--- config.mk ---
export PLATFORM = sky130hd
export DESIGN_NAME = sdc_tail
export DESIGN_NICKNAME = d
export VERILOG_FILES = /design/src/hw/rtl/sdc_pkg.sv /design/src/hw/rtl/sdc_tail.sv
export SDC_FILE = /design/constraint.sdc
export NUM_CORES = 2
export LEC_CHECK = 0
export ABC_AREA = 1
export BUFFER_PORTS_ARGS = -buffer_cell sky130_fd_sc_hd__buf_2
export CORE_MARGIN = 5
export CORE_UTILIZATION = 60
export DETAILED_ROUTE_END_ITERATION = 8
export MAX_ROUTING_LAYER = met4
export PLACE_DENSITY = 0.83
export SLEW_MARGIN = 20
export SYNTH_ARGS = -nofsm -noshare
export SYNTH_HDL_FRONTEND = slang
export SYNTH_SLANG_ARGS = --single-unit
export TNS_END_PERCENT = 20
--- constraint.sdc ---
create_clock -name clk -period 5.6 [get_ports clk]
set_clock_uncertainty 0.05 [all_clocks]
set_input_delay 0.56 -clock clk [delete_from_list [all_inputs] [get_ports clk]]
set_output_delay 0.56 -clock clk [all_outputs]
set_load 0.01 [all_outputs]
--- src/hw/rtl/sdc_pkg.sv ---
// ----------------------------------------------------------------------------
// sdc_pkg
// Shared types and constants of the strided DMA descriptor checker.
// ----------------------------------------------------------------------------
package sdc_pkg;

	// Number of descriptor levels carried in the input beat.
	localparam int FIELD_LEVELS = 3;
	// Default and largest supported number of checked levels.
	localparam int LEVELS_DEF   = 3;
	localparam int MAX_LEVELS   = 4;

	localparam int IN_DATA_W  = 608;
	localparam int OUT_DATA_W = 104;
	localparam int CFG_IDX_W  = 1;
	localparam int CFG_DATA_W = 64;

	// Configuration register indexes.
	localparam logic [CFG_IDX_W-1:0] CFG_DDR_LOWER_BOUND = 1'd0;
	localparam logic [CFG_IDX_W-1:0] CFG_USABLE_SCRATCH  = 1'd1;

	localparam logic [63:0] USABLE_SCRATCH_RESET = 64'd4194304;

	// Error codes, in check order; the first failing check wins.
	typedef enum logic [3:0] {
		ERR_NONE          = 4'd0,
		ERR_BYTES_ZERO    = 4'd1,
		ERR_INNER_ZERO    = 4'd2,
		ERR_INNER_BIG     = 4'd3,
		ERR_BELOW_BOUND   = 4'd4,
		ERR_ITER_NONPOS   = 4'd5,
		ERR_STRIDE_NEG    = 4'd6,
		ERR_RANGE_OVF     = 4'd7,
		ERR_EXT_OVF       = 4'd8,
		ERR_SCRATCH_OVF   = 4'd9,
		ERR_SCRATCH_FULL  = 4'd10,
		ERR_SCRATCH_WIDE  = 4'd11
	} err_t;

	// Per-descriptor fields that travel beside the level products.
	typedef struct packed {
		err_t        code;
		logic [63:0] addr;
		logic [63:0] bytes;
		logic [63:0] inner;
		logic [31:0] send_lo;
		logic        send_ovf;
		logic        send_full;
		logic        send_wide;
	} hdr_t;

endpackage

--- src/hw/rtl/sdc_tail.sv ---
// ----------------------------------------------------------------------------
// sdc_tail
// Running offset accumulation, one level per stage, then span, range end
// and the registered result.
// ----------------------------------------------------------------------------
module sdc_tail
	import sdc_pkg::*;
#(
	parameter int LEVELS = LEVELS_DEF
)(
	input  logic          clk,
	input  logic [LEVELS+2:0] en,
	input  hdr_t          hdr,
	input  err_t          lvl_code [LEVELS],
	input  logic [63:0]   lvl_prod [LEVELS],
	input  logic          lvl_ovf  [LEVELS],
	output err_t          error_code,
	output logic [63:0]   ext_end,
	output logic [31:0]   scratch_end
);

	// Accumulation stages 1..LEVELS.
	hdr_t        st_hdr  [1:LEVELS];
	err_t        st_code [1:LEVELS];
	logic [63:0] st_off  [1:LEVELS];
	err_t        st_lc   [1:LEVELS][LEVELS];
	logic [63:0] st_p    [1:LEVELS][LEVELS];
	logic        st_pov  [1:LEVELS][LEVELS];

	// Sources feeding each accumulation stage.
	hdr_t        src_hdr  [LEVELS];
	err_t        src_code [LEVELS];
	logic [63:0] src_off  [LEVELS];
	err_t        src_lc   [LEVELS][LEVELS];
	logic [63:0] src_p    [LEVELS][LEVELS];
	logic        src_pov  [LEVELS][LEVELS];
	logic [64:0] acc_sum  [LEVELS];
	err_t        acc_code [LEVELS];

	hdr_t        hdr_sp;
	err_t        code_sp;
	logic [63:0] span_sp;
	hdr_t        hdr_mx;
	err_t        code_mx;
	logic [63:0] big_mx;

	logic [64:0] span_sum;
	logic [64:0] end_sum;
	err_t        end_code;

	always_comb begin
		for (int k = 0; k < LEVELS; k++) begin
			if (k == 0) begin
				src_hdr[k]  = hdr;
				src_code[k] = hdr.code;
				src_off[k]  = 64'd0;
				src_lc[k]   = lvl_code;
				src_p[k]    = lvl_prod;
				src_pov[k]  = lvl_ovf;
			end else begin
				src_hdr[k]  = st_hdr[k];
				src_code[k] = st_code[k];
				src_off[k]  = st_off[k];
				src_lc[k]   = st_lc[k];
				src_p[k]    = st_p[k];
				src_pov[k]  = st_pov[k];
			end
		end
		for (int k = 0; k < LEVELS; k++) begin
			acc_sum[k] = {1'b0, src_off[k]} + {1'b0, src_p[k][k]};
			if (src_code[k] != ERR_NONE)
				acc_code[k] = src_code[k];
			else if (src_lc[k][k] != ERR_NONE)
				acc_code[k] = src_lc[k][k];
			else if (src_pov[k][k] || acc_sum[k][64])
				acc_code[k] = ERR_RANGE_OVF;
			else
				acc_code[k] = ERR_NONE;
		end
	end

	always_ff @(posedge clk) begin
		for (int k = 0; k < LEVELS; k++) begin
			if (en[k]) begin
				st_hdr[k+1]  <= src_hdr[k];
				st_code[k+1] <= acc_code[k];
				st_off[k+1]  <= acc_sum[k][63:0];
				st_lc[k+1]   <= src_lc[k];
				st_p[k+1]    <= src_p[k];
				st_pov[k+1]  <= src_pov[k];
			end
		end
	end

	// Span: largest run offset plus the inner run.
	assign span_sum = {1'b0, st_off[LEVELS]} + {1'b0, st_hdr[LEVELS].inner};

	always_ff @(posedge clk) begin
		if (en[LEVELS]) begin
			hdr_sp  <= st_hdr[LEVELS];
			span_sp <= span_sum[63:0];
			if (st_code[LEVELS] == ERR_NONE && span_sum[64])
				code_sp <= ERR_RANGE_OVF;
			else
				code_sp <= st_code[LEVELS];
		end
	end

	always_ff @(posedge clk) begin
		if (en[LEVELS+1]) begin
			hdr_mx  <= hdr_sp;
			code_mx <= code_sp;
			big_mx  <= (hdr_sp.bytes > span_sp) ? hdr_sp.bytes : span_sp;
		end
	end

	assign end_sum = {1'b0, hdr_mx.addr} + {1'b0, big_mx};

	always_comb begin
		priority if (code_mx != ERR_NONE)
			end_code = code_mx;
		else if (end_sum[64])
			end_code = ERR_EXT_OVF;
		else if (hdr_mx.send_ovf)
			end_code = ERR_SCRATCH_OVF;
		else if (hdr_mx.send_full)
			end_code = ERR_SCRATCH_FULL;
		else if (hdr_mx.send_wide)
			end_code = ERR_SCRATCH_WIDE;
		else
			end_code = ERR_NONE;
	end

	always_ff @(posedge clk) begin
		if (en[LEVELS+2]) begin
			error_code  <= end_code;
			ext_end     <= (end_code == ERR_NONE) ? end_sum[63:0] : 64'd0;
			scratch_end <= (end_code == ERR_NONE) ? hdr_mx.send_lo : 32'd0;
		end
	end

endmodule

==> run metrics <==
total negative setup slack 0 ns; net switching power of the design 11200 uW; Min-Delay Startpoint hdr[228]; Final Setup Violations 0; I/O pin total 545; Worst path max stage delay 0.57 ns; pre-CTS setup slack 1.53 ns; horizontal die dimension 352 um; floorplan row count 125; post-route setup slack 1.29 ns; most frequent standard cell in the layout excluding fill and tap cells edfxtp_1; root buffer cell clkbuf_16; CTS clock-pin slew for the worst setup and hold paths 0.08 ns; Max clock buf depth 3; via count normalized by instance count 5.76; classification of the worst setup path reg -> reg; Min-Delay Endpoint st_code[0][5]$_DFFE_PP_; cell type of the slowest stage on the worst timing path nand2_8; count of unresolved DRC violations after routing 1; post-synthesis instance total 5839; Tcrit/Tclk final 77.0%; core utilization of the finished layout 72.5%; minimum clock period after layout 4.31 ns; most used cells in the layout excluding fill and tap cells 1590 x edfxtp_1, 1104 x nand2_1, 734 x inv_1; top flip-flop cell by instance count after synthesis edfxtp_1; share of flip-flops with an asynchronous set or reset 0%; vias in the first global route 51165; Total Routing Usage GR 36.3%; Internal Pwr Total 23100 uW; largest fanout on the critical path 67; CTS tree done; critical-path cell list ha_1 > fa_1 > nand2_1 > nand2_1 > nand3b_1 > nand2_1 > nand2_1 > nand2_1 > nand2_2 > nand2_4 > nand2_2 > nand3_1 > a21oi_4 > nand2_8 > buf_4 > nor2_1; Highest Clock Rate 232 MHz; Most common cell on crit path nand2_1; final hold violation count 0; Total Nets Final 7727; static leakage 0.0341 uW; post-detailed-route count of antenna-violating nets 0; overall overflow remaining after global route 0; total power per unit cell area 408 nW/um^2; Least-Margin Pin Slew 1.19 ns; unrepaired setup endpoints after global routing false; post-place instance area 74900 um^2; CTS buffer count 155; global placer's final weighted congestion 1.01; Synth warnings 0; post-synthesis register bit count 1590; signed area change from the synthesized netlist to the final layout 20.0%; Num Clock Sinks 1590; number of antenna violations at the first check in global routing 15; Seq/Total Area, Yosys 68.0%; post-synthesis instance area 70200 um^2; Wirelength per Cell 25.5 um; layout cell share with drive strength beyond 1 12.3%; number of flops mapped to enable cells by yosys 1590; area of the core 116000 um^2; synthesized area divided by synthesized cell count 12.0 um^2; type of element launching the critical path flip-flop; maximum capacitance violations 0; Post-Syn Nets 6608; critical register-to-register path endpoint scratch_end[4]$_SDFFCE_PP0P_; violations in the final reports DRC; Min-Delay Path Depth 3; class of the tightest hold or removal check in -> reg; total wire length 220000 um; via count 49665; Max transition margin 20.9%; global-route wire length before repair 322000 um; H-Tree Level Count 4; final non-filler cell area 84200 um^2; worst-skew pair later-pin latency 0.81 ns; Netlist cell types 44; worst path required time 6.19 ns; outcome finished, violations left; DRT iter0 DRCs 5453; kind of end point of the critical path flip-flop; die outline height 352 um; Data arrival, critical path 4.90 ns; switching portion of total power 32.6%; Clock power frac 30.3%; initial core utilization 60.4%; length of the first detailed-routing pass in iterations 9; I/O Buffers 544; Max IR drop VDD 0.370 mV; length in cells of the worst reg-to-reg path 16; final max-slew violation count 0; maximum number of pins on one net before global-route repair 168; proportion of power drawn by flip-flops and latches 45.1%; reg2reg setup slack 1.29 ns; relative contribution of combinational cells to total power 24.6%; Die Outline Area 124000 um^2; placed wire-length estimate after detailed placement 151000 um; R2R Path Start big_mx[0]$_DFFE_PP_
## synthesized netlist by cell type, drive strengths merged, types with 2 or more instances
cell type	count	area [um^2]
o211ai	28	210
a211oi	7	52.6
and3	10	62.6
or2	3	18.8
clkbuf	14	52.6
xnor2	40	350
nand3	254	1280
nor4	18	113
o21ai	194	971
nor3	55	275
a21oi	389	1970
nor2	652	2860
buf	19	173
edfxtp	1590	47700
a21o	68	510
inv	743	2790
ha	320	4000
nand2	1112	4190
o21a	22	165
nand3b	6	45.0
nand4	33	206
o311ai	2	17.5
a21boi	16	120
xor2	134	1170
o21bai	57	428
fa	4	80.1
o2111ai	6	52.6
a31oi	38	238
## power by group through the flow
| stage | Combinational [uW] | Clock (uW) | Sequential, uW |
|---|---|---|---|
| floorplan | 5030 | 0 | 15300 |
| detailed placement | 7820 | 0 | 15600 |
| global placement | 7700 | 0 | 15600 |
| CTS | 8170 | 10300 | 15400 |
| finish | 8440 | 10400 | 15500 |
| global route | 9160 | 11000 | 15600 |
## sequential cells by signal (all words and copies together), names as in the netlist, 12 cells and up
| name | cells |
|---|---|
| big_mx | 64 |
| ext_end | 64 |
| hdr_mx | 99 |
| hdr_sp | 163 |
| scratch_end | 32 |
| span_sp | 64 |
| st_code | 12 |
| st_hdr | 681 |
| st_lc | 12 |
| st_off | 129 |
| st_p | 255 |
## cell type report
cell class,instances,area (um^2)
Antenna cell,14,35.0
Clock buffer,191,4060
Clock inverter,89,897
Fill cell,7375,32000
Inverter,743,2790
Multi-Input combinational cell,3473,19400
Sequential cell,1590,47700
Tap cell,1524,1910
Timing Repair Buffer,995,7330
## logic make-up after synthesis
group,after synthesis,share of synthesized area [%]
buffers and inverters,776,4.29
XOR/XNOR,174,2.17
adder cells (fa/ha/maj),324,5.82
flip-flops,1590,68.0
AND/OR/NAND/NOR,2145,12.9
AO/OA/AOI/OAI,830,6.78
## metrics by stage
step | total power (uW) | cells | hold slack, ns
global placement | 23300 | 7896 | 0.350
CTS | 33900 | 8605 | 0.0105
floorplan | 20300 | 5839 | 0.350
global route | 35700 | 8617 | 0.0510
finish | 34300 | 8619 | 0.0427
detailed placement | 23500 | 7896 | 0.355
## what timing repair did
action | CTS | global route
endpoints found under the hold margin | 429 | 0
gates resized for setup | 0 | 0
hold buffers | 429 | 0
buffers inserted | 0 | 0
## critical path: cells and delay by family (launching register included)
family	cells	cell delay [ns]
and+or+nand+nor	12	1.93
DFF	1	0.45
AOI/OAI and AO/OA	1	0.48
adders and majority gates	2	0.67
buffers and inverters	1	0.52
## worst max-delay path by stage
| stage | start | end | depth (start not counted) |
|---|---|---|---|
| after floorplan | hdr_mx[163]$_DFFE_PP_ | ext_end[2]$_SDFFCE_PP0P_ | 18 |
| after global placement | hdr_mx[163]$_DFFE_PP_ | scratch_end[5]$_SDFFCE_PP0P_ | 16 |
| after detailed placement | big_mx[0]$_DFFE_PP_ | scratch_end[8]$_SDFFCE_PP0P_ | 16 |
| after CTS | big_mx[0]$_DFFE_PP_ | scratch_end[8]$_SDFFCE_PP0P_ | 16 |
| after global routing | big_mx[0]$_DFFE_PP_ | scratch_end[8]$_SDFFCE_PP0P_ | 16 |
| final | big_mx[0]$_DFFE_PP_ | scratch_end[4]$_SDFFCE_PP0P_ | 16 |
## metal layers
layer | track usage [%] | part of all wire (%) | up-vias
met4 | 18.9 | 6.4 | 0
met5 | - | 0 | -
met3 | 4.85 | 6.8 | 690
li1 | - | - | 22547
met1 | 40.1 | 34 | 23595
met2 | 64.5 | 53 | 2833
Note: power is estimated with default switching activity, not from simulation.
